## config.mk

```make
export PLATFORM = sky130hd
export DESIGN_NAME = gated_sine_alarm_tone_unit_flat
export DESIGN_NICKNAME = d
export VERILOG_FILES = /design/src/rtl/gsat_pkg.sv /design/src/rtl/gsat_req_if.sv /design/src/rtl/gsat_frame_if.sv /design/src/rtl/gsat_cfg_if.sv /design/src/rtl/gsat_ctrl.sv /design/src/rtl/gsat_dp.sv /design/src/rtl/gated_sine_alarm_tone_unit.sv /design/src/flat_wrapper.sv
export SDC_FILE = /design/constraint.sdc
export NUM_CORES = 2
export LEC_CHECK = 0
export BUFFER_PORTS_ARGS = -buffer_cell sky130_fd_sc_hd__buf_2
export CORE_UTILIZATION = 60
export CTS_BUF_LIST = sky130_fd_sc_hd__clkbuf_2
export CTS_CLUSTER_DIAMETER = 80
export CTS_CLUSTER_SIZE = 24
export DETAILED_ROUTE_END_ITERATION = 10
export HOLD_SLACK_MARGIN = 0.03
export PLACE_DENSITY = 0.87
export SLEW_MARGIN = 25
export SYNTH_ARGS = -nofsm -noshare
export SYNTH_HDL_FRONTEND = slang
export SYNTH_HIERARCHICAL = 1
export SYNTH_SLANG_ARGS = --single-unit
```

## constraint.sdc

```tcl
create_clock -name clk -period 16.1 [get_ports clk]
set_input_delay 1.61 -clock clk [delete_from_list [all_inputs] [get_ports clk]]
set_output_delay 1.61 -clock clk [all_outputs]
set_load 0.02 [all_outputs]
```

## src/rtl/gsat_pkg.sv

```systemverilog
// Shared types, constants and tables for the gated sine alarm tone unit.
package gsat_pkg;

    localparam int RATE_W    = 17;
    localparam int SAMPLE_W  = 15;
    localparam int CFG_IDX_W = 2;
    localparam int CAD_W     = 10;
    localparam int QT_W      = 32;
    localparam int PROD_W    = 64;
    localparam int SUM_W     = 34;
    localparam int MAG_W     = 14;
    localparam int SEL_W     = 4;
    localparam int SER_N     = 14;

    localparam int PHASE_STEPS_DEF = 4096;

    localparam logic [CFG_IDX_W-1:0] CFG_RATE   = 2'd0;
    localparam logic [CFG_IDX_W-1:0] CFG_STEREO = 2'd1;

    localparam logic CMD_GEN    = 1'b0;
    localparam logic CMD_REWIND = 1'b1;

    localparam logic [RATE_W-1:0] RATE_MIN   = 17'd8000;
    localparam logic [RATE_W-1:0] RATE_MAX   = 17'd96000;
    localparam logic [RATE_W-1:0] RATE_RESET = 17'd16000;
    localparam logic [RATE_W-1:0] BEEP_HZ    = 17'd880;
    localparam logic [RATE_W-1:0] MS_PER_S   = 17'd1000;
    localparam logic [CAD_W-1:0]  ON_MS      = 10'd400;
    localparam logic [CAD_W-1:0]  CYCLE_LAST = 10'd699;
    localparam logic [CAD_W-1:0]  CYCLE_MS   = 10'd700;

    localparam logic [31:0] HALF_PI_Q30 = 32'd1686629713;
    localparam logic [31:0] Q30_ONE     = 32'h4000_0000;
    localparam logic [31:0] PEAK        = 32'd10000;
    localparam int          SER_TERMS   = 7;

    // series divisors: sine terms first, then cosine terms
    localparam logic [7:0] SER_DIV [SER_N] = '{
        8'd6, 8'd20, 8'd42, 8'd72, 8'd110, 8'd156, 8'd210,
        8'd2, 8'd12, 8'd30, 8'd56, 8'd90, 8'd132, 8'd182
    };

    localparam logic [63:0] TWO_32 = 64'h1_0000_0000;

    // floor(2^32 / divisor); quotient estimate is low by at most one
    localparam logic [31:0] SER_RECIP [SER_N] = '{
        32'(TWO_32 / 64'd6),   32'(TWO_32 / 64'd20),  32'(TWO_32 / 64'd42),
        32'(TWO_32 / 64'd72),  32'(TWO_32 / 64'd110), 32'(TWO_32 / 64'd156),
        32'(TWO_32 / 64'd210), 32'(TWO_32 / 64'd2),   32'(TWO_32 / 64'd12),
        32'(TWO_32 / 64'd30),  32'(TWO_32 / 64'd56),  32'(TWO_32 / 64'd90),
        32'(TWO_32 / 64'd132), 32'(TWO_32 / 64'd182)
    };

    typedef enum logic [4:0] {
        ST_IDLE,
        ST_K_MUL,
        ST_K_LOAD,
        ST_DIV_K,
        ST_F_LOAD,
        ST_FR_MUL,
        ST_FC_MUL,
        ST_FI_MUL,
        ST_F_SUM,
        ST_X_MUL,
        ST_X2_MUL,
        ST_SER_INIT,
        ST_T_MUL,
        ST_R_MUL,
        ST_C_MUL,
        ST_UPD,
        ST_M_MUL,
        ST_SAMPLE,
        ST_FINISH
    } gsat_state_t;

    typedef enum logic [4:0] {
        OP_NONE,
        OP_REWIND,
        OP_START,
        OP_K_MUL,
        OP_K_LOAD,
        OP_DIV_K,
        OP_F_LOAD,
        OP_FR_MUL,
        OP_FC_MUL,
        OP_FI_MUL,
        OP_F_SUM,
        OP_X_MUL,
        OP_X2_MUL,
        OP_SER_INIT,
        OP_T_MUL,
        OP_R_MUL,
        OP_C_MUL,
        OP_UPD,
        OP_M_MUL,
        OP_SAMPLE,
        OP_FINISH
    } gsat_op_t;

    typedef struct packed {
        gsat_op_t         op;
        logic [SEL_W-1:0] div_sel;
        logic             sub;
    } gsat_cmd_t;

    typedef struct packed {
        logic sounding;
        logic cosine;
        logic out_free;
    } gsat_stat_t;

endpackage

```

## src/rtl/gsat_req_if.sv

```systemverilog
// Frame request channel: command and last-frame flag.
interface gsat_req_if;
    import gsat_pkg::*;

    logic valid;
    logic ready;
    logic command;
    logic last_frame;

    modport source (output valid, output command, output last_frame, input ready);
    modport sink (input valid, input command, input last_frame, output ready);
endinterface

```

## src/rtl/gsat_frame_if.sv

```systemverilog
// Output frame channel: left and right samples, tone flag, last flag.
interface gsat_frame_if;
    import gsat_pkg::*;

    logic                       valid;
    logic                       ready;
    logic signed [SAMPLE_W-1:0] left_sample;
    logic signed [SAMPLE_W-1:0] right_sample;
    logic                       tone_on;
    logic                       last;

    modport source (output valid, output left_sample, output right_sample,
                    output tone_on, output last, input ready);
    modport sink (input valid, input left_sample, input right_sample,
                  input tone_on, input last, output ready);
endinterface

```

## src/rtl/gsat_cfg_if.sv

```systemverilog
// Configuration write channel: register index and write data.
interface gsat_cfg_if;
    import gsat_pkg::*;

    logic                 valid;
    logic                 ready;
    logic [CFG_IDX_W-1:0] index;
    logic [RATE_W-1:0]    data;

    modport source (output valid, output index, output data, input ready);
    modport sink (input valid, input index, input data, output ready);
endinterface

```

## src/rtl/gsat_ctrl.sv

```systemverilog
// Sequencer for the tone unit: divider steps, series loop and frame handoff.
module gsat_ctrl #(
    parameter int PHASE_STEPS = gsat_pkg::PHASE_STEPS_DEF
) (
    input  logic                clk,
    input  logic                rst_n,
    input  logic                req_valid,
    input  logic                req_command,
    output logic                req_ready,
    input  gsat_pkg::gsat_stat_t stat,
    output gsat_pkg::gsat_cmd_t  cmd
);
    import gsat_pkg::*;

    localparam int KW      = $clog2(PHASE_STEPS);
    localparam bit PS_POW2 = (PHASE_STEPS & (PHASE_STEPS - 1)) == 0;
    localparam int CNT_W   = 6;
    localparam logic [CNT_W-1:0] K_LAST   = CNT_W'(KW - 1);
    localparam logic [CNT_W-1:0] SER_LAST = CNT_W'(SER_TERMS);

    gsat_state_t       state_reg, state_next;
    logic [CNT_W-1:0]  cnt_reg, cnt_next;

    always_ff @(posedge clk or negedge rst_n)
    begin
        if (!rst_n)
        begin
            state_reg <= ST_IDLE;
            cnt_reg   <= '0;
        end
        else
        begin
            state_reg <= state_next;
            cnt_reg   <= cnt_next;
        end
    end

    always_comb
    begin
        state_next = state_reg;
        cnt_next   = cnt_reg;
        case (state_reg)
            ST_IDLE:
            begin
                if (req_valid && req_command == CMD_GEN)
                begin
                    state_next = stat.sounding ? ST_K_MUL : ST_FINISH;
                end
            end
            ST_K_MUL:
            begin
                state_next = ST_K_LOAD;
            end
            ST_K_LOAD:
            begin
                state_next = ST_DIV_K;
                cnt_next   = '0;
            end
            ST_DIV_K:
            begin
                if (cnt_reg == K_LAST)
                begin
                    state_next = ST_F_LOAD;
                end
                cnt_next = cnt_reg + 1'b1;
            end
            ST_F_LOAD:
            begin
                state_next = PS_POW2 ? ST_X_MUL : ST_FR_MUL;
            end
            ST_FR_MUL:
            begin
                state_next = ST_FC_MUL;
            end
            ST_FC_MUL:
            begin
                state_next = ST_FI_MUL;
            end
            ST_FI_MUL:
            begin
                state_next = ST_F_SUM;
            end
            ST_F_SUM:
            begin
                state_next = ST_X_MUL;
            end
            ST_X_MUL:
            begin
                state_next = ST_X2_MUL;
            end
            ST_X2_MUL:
            begin
                state_next = ST_SER_INIT;
            end
            ST_SER_INIT:
            begin
                state_next = ST_T_MUL;
                cnt_next   = CNT_W'(1);
            end
            ST_T_MUL:
            begin
                state_next = ST_R_MUL;
            end
            ST_R_MUL:
            begin
                state_next = ST_C_MUL;
            end
            ST_C_MUL:
            begin
                state_next = ST_UPD;
            end
            ST_UPD:
            begin
                if (cnt_reg == SER_LAST)
                begin
                    state_next = ST_M_MUL;
                end
                else
                begin
                    state_next = ST_T_MUL;
                    cnt_next   = cnt_reg + 1'b1;
                end
            end
            ST_M_MUL:
            begin
                state_next = ST_SAMPLE;
            end
            ST_SAMPLE:
            begin
                state_next = ST_FINISH;
            end
            ST_FINISH:
            begin
                if (stat.out_free)
                begin
                    state_next = ST_IDLE;
                end
            end
            default:
            begin
                state_next = ST_IDLE;
            end
        endcase
    end

    always_comb
    begin
        req_ready   = 1'b0;
        cmd.op      = OP_NONE;
        cmd.sub     = cnt_reg[0];
        cmd.div_sel = stat.cosine ? SEL_W'(cnt_reg[SEL_W-1:0] + 4'd6)
                                  : SEL_W'(cnt_reg[SEL_W-1:0] - 4'd1);
        case (state_reg)
            ST_IDLE:
            begin
                req_ready = 1'b1;
                if (req_valid)
                begin
                    cmd.op = (req_command == CMD_REWIND) ? OP_REWIND : OP_START;
                end
            end
            ST_K_MUL:    cmd.op = OP_K_MUL;
            ST_K_LOAD:   cmd.op = OP_K_LOAD;
            ST_DIV_K:    cmd.op = OP_DIV_K;
            ST_F_LOAD:   cmd.op = OP_F_LOAD;
            ST_FR_MUL:   cmd.op = OP_FR_MUL;
            ST_FC_MUL:   cmd.op = OP_FC_MUL;
            ST_FI_MUL:   cmd.op = OP_FI_MUL;
            ST_F_SUM:    cmd.op = OP_F_SUM;
            ST_X_MUL:    cmd.op = OP_X_MUL;
            ST_X2_MUL:   cmd.op = OP_X2_MUL;
            ST_SER_INIT: cmd.op = OP_SER_INIT;
            ST_T_MUL:    cmd.op = OP_T_MUL;
            ST_R_MUL:    cmd.op = OP_R_MUL;
            ST_C_MUL:    cmd.op = OP_C_MUL;
            ST_UPD:      cmd.op = OP_UPD;
            ST_M_MUL:    cmd.op = OP_M_MUL;
            ST_SAMPLE:   cmd.op = OP_SAMPLE;
            ST_FINISH:   cmd.op = stat.out_free ? OP_FINISH : OP_NONE;
            default:     cmd.op = OP_NONE;
        endcase
    end

endmodule

```

## src/rtl/gsat_dp.sv

```systemverilog
// Datapath: registers, position counters, shared multiplier, divider and output stage.
module gsat_dp #(
    parameter int PHASE_STEPS = gsat_pkg::PHASE_STEPS_DEF
) (
    input  logic                                  clk,
    input  logic                                  rst_n,
    input  gsat_pkg::gsat_cmd_t                   cmd,
    output gsat_pkg::gsat_stat_t                  stat,
    input  logic                                  req_last,
    input  logic                                  cfg_valid,
    input  logic [gsat_pkg::CFG_IDX_W-1:0]        cfg_index,
    input  logic [gsat_pkg::RATE_W-1:0]           cfg_data,
    output logic                                  out_valid,
    input  logic                                  out_ready,
    output logic signed [gsat_pkg::SAMPLE_W-1:0]  out_left,
    output logic signed [gsat_pkg::SAMPLE_W-1:0]  out_right,
    output logic                                  out_tone,
    output logic                                  out_last
);
    import gsat_pkg::*;

    localparam int KW      = $clog2(PHASE_STEPS);
    localparam bit PS_POW2 = (PHASE_STEPS & (PHASE_STEPS - 1)) == 0;
    // f = k * PS_RECIP + floor(k * PS_REM / PHASE_STEPS)
    localparam logic [31:0] PS_RECIP = 32'(TWO_32 / 64'(PHASE_STEPS));
    localparam logic [31:0] PS_REM   = 32'(TWO_32 % 64'(PHASE_STEPS));

    // configuration
    logic [RATE_W-1:0] rate_eff_reg;
    logic              stereo_reg;
    logic [RATE_W-1:0] rate_clamp;
    logic              cfg_hit;

    // frame position
    logic [CAD_W-1:0]  cad_reg;
    logic [RATE_W-1:0] msr_reg;
    logic [RATE_W-1:0] ph_reg;
    logic [RATE_W:0]   msr_sum;
    logic [RATE_W:0]   ph_sum;
    logic              msr_wrap;
    logic              ph_wrap;

    // divider
    logic [RATE_W-1:0] rem_reg;
    logic [QT_W-1:0]   low_reg;
    logic [QT_W-1:0]   qt_reg;
    logic [RATE_W:0]   rem_shift;
    logic [RATE_W-1:0] divisor;
    logic              div_ge;
    logic [KW-1:0]     k_val;
    logic [31:0]       f_rem;
    logic [31:0]       f_fix;

    // multiplier and series
    logic [31:0]       mul_a;
    logic [31:0]       mul_b;
    logic [PROD_W-1:0] prod_next;
    logic [PROD_W-1:0] prod_reg;
    logic [30:0]       x_reg;
    logic [31:0]       x2_reg;
    logic [31:0]       term_reg;
    logic [31:0]       v_reg;
    logic [31:0]       q0_reg;
    logic signed [SUM_W-1:0] sum_reg;
    logic [31:0]       rem_c;
    logic [31:0]       q_fix;
    logic [30:0]       s_clamp;
    logic [MAG_W-1:0]  mag;
    logic [SAMPLE_W-1:0] mag_ext;
    logic [SAMPLE_W-1:0] sample_reg;
    logic              last_reg;

    // output stage
    logic              out_full_reg;
    logic [SAMPLE_W-1:0] left_reg;
    logic [SAMPLE_W-1:0] right_reg;
    logic              tone_reg;
    logic              olast_reg;

    assign rate_clamp = (cfg_data < RATE_MIN) ? RATE_MIN :
                        (cfg_data > RATE_MAX) ? RATE_MAX : cfg_data;
    assign cfg_hit    = cfg_valid && (cfg_index == CFG_RATE || cfg_index == CFG_STEREO);

    assign msr_sum  = {1'b0, msr_reg} + {1'b0, MS_PER_S};
    assign ph_sum   = {1'b0, ph_reg} + {1'b0, BEEP_HZ};
    assign msr_wrap = msr_sum >= {1'b0, rate_eff_reg};
    assign ph_wrap  = ph_sum >= {1'b0, rate_eff_reg};

    assign k_val     = qt_reg[KW-1:0];
    assign divisor   = rate_eff_reg;
    assign rem_shift = {rem_reg, low_reg[QT_W-1]};
    assign div_ge    = rem_shift >= {1'b0, divisor};

    assign f_rem = v_reg - prod_reg[31:0];
    assign f_fix = (f_rem >= 32'(PHASE_STEPS)) ? q0_reg + 32'd1 : q0_reg;

    assign rem_c = v_reg - prod_reg[31:0];
    assign q_fix = (rem_c >= {24'd0, SER_DIV[cmd.div_sel]}) ? q0_reg + 32'd1 : q0_reg;

    always_comb
    begin
        if (sum_reg[SUM_W-1])
        begin
            s_clamp = '0;
        end
        else if (sum_reg > $signed({2'b00, Q30_ONE}))
        begin
            s_clamp = Q30_ONE[30:0];
        end
        else
        begin
            s_clamp = sum_reg[30:0];
        end
    end

    assign mag     = prod_reg[30 +: MAG_W];
    assign mag_ext = {1'b0, mag};

    always_comb
    begin
        mul_a = '0;
        mul_b = '0;
        case (cmd.op)
            OP_K_MUL:
            begin
                mul_a = 32'(ph_reg);
                mul_b = 32'(PHASE_STEPS);
            end
            OP_F_LOAD:
            begin
                mul_a = 32'(k_val);
                mul_b = PS_REM;
            end
            OP_FR_MUL:
            begin
                mul_a = prod_reg[31:0];
                mul_b = PS_RECIP;
            end
            OP_FC_MUL:
            begin
                mul_a = prod_reg[63:32];
                mul_b = 32'(PHASE_STEPS);
            end
            OP_FI_MUL:
            begin
                mul_a = 32'(k_val);
                mul_b = PS_RECIP;
            end
            OP_X_MUL:
            begin
                mul_a = {2'b00, qt_reg[29:0]};
                mul_b = HALF_PI_Q30;
            end
            OP_X2_MUL:
            begin
                mul_a = {1'b0, prod_reg[60:30]};
                mul_b = {1'b0, prod_reg[60:30]};
            end
            OP_T_MUL:
            begin
                mul_a = term_reg;
                mul_b = x2_reg;
            end
            OP_R_MUL:
            begin
                mul_a = prod_reg[61:30];
                mul_b = SER_RECIP[cmd.div_sel];
            end
            OP_C_MUL:
            begin
                mul_a = prod_reg[63:32];
                mul_b = {24'd0, SER_DIV[cmd.div_sel]};
            end
            OP_M_MUL:
            begin
                mul_a = {1'b0, s_clamp};
                mul_b = PEAK;
            end
            default:
            begin
                mul_a = '0;
                mul_b = '0;
            end
        endcase
    end

    assign prod_next = {32'd0, mul_a} * {32'd0, mul_b};

    // control state
    always_ff @(posedge clk or negedge rst_n)
    begin
        if (!rst_n)
        begin
            rate_eff_reg <= RATE_RESET;
            stereo_reg   <= 1'b1;
            cad_reg      <= '0;
            msr_reg      <= '0;
            ph_reg       <= '0;
            out_full_reg <= 1'b0;
        end
        else
        begin
            if (cfg_valid && cfg_index == CFG_RATE)
            begin
                rate_eff_reg <= rate_clamp;
            end
            if (cfg_valid && cfg_index == CFG_STEREO)
            begin
                stereo_reg <= cfg_data[0];
            end

            if (cfg_hit || cmd.op == OP_REWIND)
            begin
                cad_reg <= '0;
                msr_reg <= '0;
                ph_reg  <= '0;
            end
            else if (cmd.op == OP_FINISH)
            begin
                msr_reg <= msr_wrap ? RATE_W'(msr_sum - {1'b0, rate_eff_reg})
                                    : msr_sum[RATE_W-1:0];
                if (msr_wrap)
                begin
                    cad_reg <= (cad_reg == CYCLE_LAST) ? '0 : cad_reg + 1'b1;
                end
                ph_reg <= ph_wrap ? RATE_W'(ph_sum - {1'b0, rate_eff_reg})
                                  : ph_sum[RATE_W-1:0];
            end

            if (cmd.op == OP_FINISH)
            begin
                out_full_reg <= 1'b1;
            end
            else if (out_ready)
            begin
                out_full_reg <= 1'b0;
            end
        end
    end

    // working registers
    always_ff @(posedge clk)
    begin
        case (cmd.op)
            OP_START:
            begin
                sample_reg <= '0;
                last_reg   <= req_last;
            end
            OP_K_LOAD:
            begin
                rem_reg <= prod_reg[KW +: RATE_W];
                low_reg <= QT_W'(prod_reg[KW-1:0]) << (QT_W - KW);
                qt_reg  <= '0;
            end
            OP_DIV_K:
            begin
                rem_reg <= div_ge ? RATE_W'(rem_shift - {1'b0, divisor})
                                  : rem_shift[RATE_W-1:0];
                low_reg <= {low_reg[QT_W-2:0], 1'b0};
                qt_reg  <= {qt_reg[QT_W-2:0], div_ge};
            end
            OP_F_LOAD:
            begin
                if (PS_POW2)
                begin
                    qt_reg <= QT_W'(k_val) << (QT_W - KW);
                end
            end
            OP_FR_MUL:
            begin
                v_reg <= prod_reg[31:0];
            end
            OP_FC_MUL:
            begin
                q0_reg <= prod_reg[63:32];
            end
            OP_FI_MUL:
            begin
                low_reg <= f_fix;
            end
            OP_F_SUM:
            begin
                qt_reg <= prod_reg[31:0] + low_reg;
            end
            OP_X2_MUL:
            begin
                x_reg <= prod_reg[60:30];
            end
            OP_SER_INIT:
            begin
                x2_reg   <= prod_reg[61:30];
                term_reg <= qt_reg[30] ? Q30_ONE : {1'b0, x_reg};
                sum_reg  <= qt_reg[30] ? $signed({2'b00, Q30_ONE})
                                       : $signed({3'b000, x_reg});
            end
            OP_R_MUL:
            begin
                v_reg <= prod_reg[61:30];
            end
            OP_C_MUL:
            begin
                q0_reg <= prod_reg[63:32];
            end
            OP_UPD:
            begin
                term_reg <= q_fix;
                sum_reg  <= cmd.sub ? sum_reg - $signed({2'b00, q_fix})
                                    : sum_reg + $signed({2'b00, q_fix});
            end
            OP_SAMPLE:
            begin
                sample_reg <= qt_reg[31] ? SAMPLE_W'(-mag_ext) : mag_ext;
            end
            OP_FINISH:
            begin
                left_reg  <= sample_reg;
                right_reg <= stereo_reg ? sample_reg : '0;
                tone_reg  <= cad_reg < ON_MS;
                olast_reg <= last_reg;
            end
            default:
            begin
            end
        endcase

        case (cmd.op)
            OP_K_MUL, OP_F_LOAD, OP_FR_MUL, OP_FC_MUL, OP_FI_MUL, OP_X_MUL, OP_X2_MUL,
            OP_T_MUL, OP_R_MUL, OP_C_MUL, OP_M_MUL:
            begin
                prod_reg <= prod_next;
            end
            default:
            begin
            end
        endcase
    end

    assign stat.sounding = cad_reg < ON_MS;
    assign stat.cosine   = qt_reg[30];
    assign stat.out_free = !out_full_reg || out_ready;

    assign out_valid = out_full_reg;
    assign out_left  = left_reg;
    assign out_right = right_reg;
    assign out_tone  = tone_reg;
    assign out_last  = olast_reg;

    a_cadence_range: assert property (@(posedge clk) disable iff (!rst_n)
        cad_reg < CYCLE_MS)
        else $error("cadence counter out of cycle");

    a_position_below_rate: assert property (@(posedge clk) disable iff (!rst_n)
        msr_reg < rate_eff_reg && ph_reg < rate_eff_reg)
        else $error("position remainder not below rate");

    a_rate_range: assert property (@(posedge clk) disable iff (!rst_n)
        rate_eff_reg >= RATE_MIN && rate_eff_reg <= RATE_MAX)
        else $error("effective rate out of range");

    a_phase_index: assert property (@(posedge clk) disable iff (!rst_n)
        cmd.op == OP_F_LOAD |-> 32'(k_val) < 32'(PHASE_STEPS))
        else $error("phase index not below phase steps");

    a_sample_range: assert property (@(posedge clk) disable iff (!rst_n)
        cmd.op == OP_SAMPLE |=>
        ($signed(sample_reg) <= 15'sd10000 && $signed(sample_reg) >= -15'sd10000))
        else $error("sample magnitude above peak");

endmodule

```

## src/rtl/gated_sine_alarm_tone_unit.sv

```systemverilog
// Top level of the gated sine alarm tone unit.
// Each generate beat on req yields one frame on frame: an 880 Hz sine of peak 10000,
// gated 400 ms on and 300 ms off, timed from the frame count since the last rewind at
// the programmed sample rate (clamped to 8000..96000). A rewind beat, or any write to
// register 0 (rate) or 1 (stereo), restarts the count and gives no frame. The phase
// divider gives one quotient bit per cycle, and the sine series, which adds seven
// terms after the first, runs through one shared 32x32 multiplier. A finished frame
// waits in the output register while the next request is taken; cfg is always ready.
module gated_sine_alarm_tone_unit #(
    parameter int PHASE_STEPS = gsat_pkg::PHASE_STEPS_DEF
) (
    input  logic         clk,
    input  logic         rst_n,
    gsat_req_if.sink     req,
    gsat_frame_if.source frame,
    gsat_cfg_if.sink     cfg
);
    import gsat_pkg::*;

    gsat_cmd_t  cmd;
    gsat_stat_t stat;

    assign cfg.ready = 1'b1;

    gsat_ctrl #(
        .PHASE_STEPS (PHASE_STEPS)
    ) u_ctrl (
        .clk         (clk),
        .rst_n       (rst_n),
        .req_valid   (req.valid),
        .req_command (req.command),
        .req_ready   (req.ready),
        .stat        (stat),
        .cmd         (cmd)
    );

    gsat_dp #(
        .PHASE_STEPS (PHASE_STEPS)
    ) u_dp (
        .clk       (clk),
        .rst_n     (rst_n),
        .cmd       (cmd),
        .stat      (stat),
        .req_last  (req.last_frame),
        .cfg_valid (cfg.valid),
        .cfg_index (cfg.index),
        .cfg_data  (cfg.data),
        .out_valid (frame.valid),
        .out_ready (frame.ready),
        .out_left  (frame.left_sample),
        .out_right (frame.right_sample),
        .out_tone  (frame.tone_on),
        .out_last  (frame.last)
    );

endmodule
```

## src/flat_wrapper.sv

```systemverilog
// flat-port wrapper written by rule: the top's interface ports become plain ports
module gated_sine_alarm_tone_unit_flat import gsat_pkg::*;
#(
    parameter int PHASE_STEPS = gsat_pkg::PHASE_STEPS_DEF
)
  (clk, rst_n, req_valid, req_command, req_last_frame, req_ready, frame_valid, frame_left_sample, frame_right_sample, frame_tone_on, frame_last, frame_ready, cfg_valid, cfg_index, cfg_data, cfg_ready);
  gsat_req_if req_i ();
  gsat_frame_if frame_i ();
  gsat_cfg_if cfg_i ();
  input  logic clk;
  input  logic rst_n;
  input wire logic [$bits(req_i.valid)-1:0] req_valid;
  input wire logic [$bits(req_i.command)-1:0] req_command;
  input wire logic [$bits(req_i.last_frame)-1:0] req_last_frame;
  output wire logic [$bits(req_i.ready)-1:0] req_ready;
  output wire logic [$bits(frame_i.valid)-1:0] frame_valid;
  output wire logic [$bits(frame_i.left_sample)-1:0] frame_left_sample;
  output wire logic [$bits(frame_i.right_sample)-1:0] frame_right_sample;
  output wire logic [$bits(frame_i.tone_on)-1:0] frame_tone_on;
  output wire logic [$bits(frame_i.last)-1:0] frame_last;
  input wire logic [$bits(frame_i.ready)-1:0] frame_ready;
  input wire logic [$bits(cfg_i.valid)-1:0] cfg_valid;
  input wire logic [$bits(cfg_i.index)-1:0] cfg_index;
  input wire logic [$bits(cfg_i.data)-1:0] cfg_data;
  output wire logic [$bits(cfg_i.ready)-1:0] cfg_ready;
  assign req_i.valid = req_valid;
  assign req_i.command = req_command;
  assign req_i.last_frame = req_last_frame;
  assign req_ready = req_i.ready;
  assign frame_valid = frame_i.valid;
  assign frame_left_sample = frame_i.left_sample;
  assign frame_right_sample = frame_i.right_sample;
  assign frame_tone_on = frame_i.tone_on;
  assign frame_last = frame_i.last;
  assign frame_i.ready = frame_ready;
  assign cfg_i.valid = cfg_valid;
  assign cfg_i.index = cfg_index;
  assign cfg_i.data = cfg_data;
  assign cfg_ready = cfg_i.ready;
  gated_sine_alarm_tone_unit #(.PHASE_STEPS(PHASE_STEPS)) u_core (.clk(clk), .rst_n(rst_n), .req(req_i), .frame(frame_i), .cfg(cfg_i));
endmodule
```

==> impl_metrics.py <==
metrics = {
    "run_status": {
        "status": "completed",
    },
    "logic_synthesis": {
        "async_flop_share": 0.161,
        "syn_nets": 8382,
        "synth_cell_types": 104,
        "yosysWarningCount": 6,
        "synth_edf_count": 386,
        "synth_area_per_cell_um2": 8.99,
        "syn-cell-area_mm2": 0.0631,
        "synth_cells": 7019,
        "synthTopCellsByArea": "fa_1, edfxtp_1, ha_1",
        "ys_ff_latch": 460,
        "yosysTopAreaCell": "fa_1",
        "synth_flop_cell": "edfxtp_1",
        "synth_top_area_share": 0.286,
        "seq_area_frac_synth": 0.213,
    },
    "power_and_ir_drop": {
        "powerDensity_mw_per_mm2": 40.4,
        "vdd_ir_drop_max_v": 0.0000472,
        "p_total_w": 0.00265,
        "p_leak_nw": 30.2,
    },
    "clock_tree": {
        "cts_resized": 0,
        "clock_latency_ps": 1290,
        "cts_hold_buffers": 0,
        "clock-sinks": 460,
        "root_buffer": "clkbuf_2",
        "postCtsSetupBuffers": 0,
        "cts.clk_slew.worst_paths_ps": 420,
        "numCtsBuffers": 35,
        "cts_buffer_depth": 3,
        "htreeDepth": 2,
        "cts_tree": "done",
    },
    "finish": {
        "largest_register_ffs": 64,
        "nNetsFinal": 8262,
        "fin_area_mm2": 0.0657,
        "final_layout_size_suffix_gt1_frac": 0.0576,
        "layout_common_cells": "inv_1, nand2_1, fa_1",
        "layout_commonest_cell": "inv_1",
        "fill_cells": 8420,
        "area_delta_synth_final_pct": 4.11,
    },
    "critical_path": {
        "crit_type": "flop to flop",
        "crit_required_ps": 17200,
        "slowest_delay_ps": 870,
        "endpoint_kind": "flop",
        "cp-startpoint": "u_core/u_ctrl/cnt_reg[0]",
        "slowest_stage": "o21ai_0",
        "startpoint_type": "flop",
        "reg2reg_from": "u_core/u_ctrl/cnt_reg[0]",
        "cpMostUsedCell": "fa_1",
        "cp_max_fo": 44,
        "worstPathArrival_ps": 14390,
    },
    "global_route": {
        "grt_pass1_vias": 53400,
        "antenna_found_initial": 17,
        "grt_max_degree": 72,
        "grtUsageTotal": 0.416,
        "grt_pass1_wl_mm": 328,
        "gr-total-overflow": 0,
    },
    "sta": {
        "setup_viol": 0,
        "fmax_ghz": 0.0752,
        "finalCriticalPeriod_ps": 13300,
        "rsz0062_at_grt": "no",
        "hold_viol": 0,
        "finalMaxSlewViolations": 0,
        "hold_slack_ps": 123,
        "worstMarginPinSlew_ps": 1220,
        "skew_ps": 230,
        "slew_headroom": 0.188,
        "tns_ps": 0,
        "post-route-period-util": 0.826,
    },
    "floorplan": {
        "die_height_um": 326,
        "io_pins": 61,
        "coreArea_mm2": 0.104,
        "dieArea_mm2": 0.106,
        "start_util": 0.607,
        "die_x_um": 326,
        "rows": 118,
    },
    "routing": {
        "wl_per_cell_um": 26.6,
        "drtIter0Drc": 7255,
        "ant_nets": 0,
        "drt-total-wl_mm": 221,
        "vias": 53800,
        "drc": 0,
        "first_pass_iters": 8,
        "via_per_inst": 6.48,
    },
    "place": {
        "routabilityCongestion": 1.05,
        "place_hpwl_mm": 171,
        "place_area_mm2": 0.0650,
        "portBuffers": 59,
    },
    "min_path": {
        "hp-class": "input port to asynchronous set/reset pin",
    },
    "run": {
        "cap_violations": 0,
    },
}
cell families after synthesis:
kind of cell | after synthesis | share of synthesized area
buf+inv | 1444 | 0.0870
xor+xnor | 291 | 0.0406
simple gates | 2305 | 0.159
flops | 460 | 0.213
compound gates | 1136 | 0.120
fa+ha+maj | 1337 | 0.373
other cells | 1 | 0.0000595
mux | 45 | 0.00744
power breakdown:
part           internal (W)  leakage (nW)  switching, W
Sequential          0.00134          4.30     0.0000770
Clock              0.000134         0.321      0.000492
Combinational      0.000198          25.5      0.000415
Total               0.00167          30.2      0.000985
per-layer routing:
layer / track usage / routed length [um] / up-vias
met5: 0.00311 / 161 / -
met1: 0.514 / 75500 / 26200
met4: 0.305 / 20200 / 20
li1: - / - / 22600
met2: 0.624 / 94900 / 3903
met3: 0.120 / 30100 / 1045
critical path, delay by kind of cell (launching register included):
| kind | cells | cell delay (ps) |
|---|---|---|
| buffers and inverters | 6 | 1440 |
| AND/OR/NAND/NOR | 3 | 610 |
| XOR/XNOR | 1 | 80 |
| flip-flops | 1 | 420 |
| multiplexers | 1 | 750 |
| AO/OA/AOI/OAI | 15 | 4740 |
| adder cells (fa/ha/maj) | 11 | 5110 |
through the flow:
stage / utilization / setup slack, ps / cells
floorplan: - / 3550 / 7019
global placement: 0.626 / 2680 / 8238
detailed placement: 0.626 / 2420 / 8240
CTS: 0.631 / 3020 / 8304
global route: 0.632 / 2510 / 8308
finish: 0.632 / 2810 / 8314
cells in the mapped netlist, types with 30 or more instances:
library cell	instances
ha_1	435
nor2_1	791
nand3_1	107
and3_1	49
a221o_1	30
a21oi_1	236
a221oi_1	43
nand2_1	940
and2_1	66
a211oi_1	36
edfxtp_1	386
dfrtp_1	67
clkbuf_1	314
nor2b_1	44
xnor2_1	156
a22oi_1	70
nor3_1	79
fa_1	902
a31oi_1	35
mux2i_1	33
xor2_1	134
nand2b_1	53
o21ai_0	312
inv_1	1083
nand4_1	45
a21o_1	74
cell type report:
class | count | area, um^2 | area share
multi-input cells | 5115 | 44400 | 0.677
inverters | 1083 | 4070 | 0.0619
clock buffers | 41 | 205 | 0.00312
diodes | 8 | 20.0 | 0.000305
well taps | 1380 | 1730 | 0.0263
repair buffers | 204 | 1420 | 0.0216
clock inverters | 23 | 344 | 0.00524
flip-flops and latches | 460 | 13500 | 0.205
final timing paths:
kind | cells after the start | slack [ps] | end
hold reg to reg | 0 | 490 | u_core/u_dp/out_left[2]
setup reg to reg | 37 | 2810 | u_core/u_dp/prod_reg[62]
max in group asynchronous | 3 | 15070 | u_core/u_dp/cad_reg[8]
min in group clk | 0 | 490 | u_core/u_dp/out_left[2]
setup / recovery | 37 | 2810 | u_core/u_dp/prod_reg[62]
hold / removal | 1 | 120 | u_core/u_ctrl/cnt_reg[3]
No activity file was read; power rests on OpenSTA's default activity.
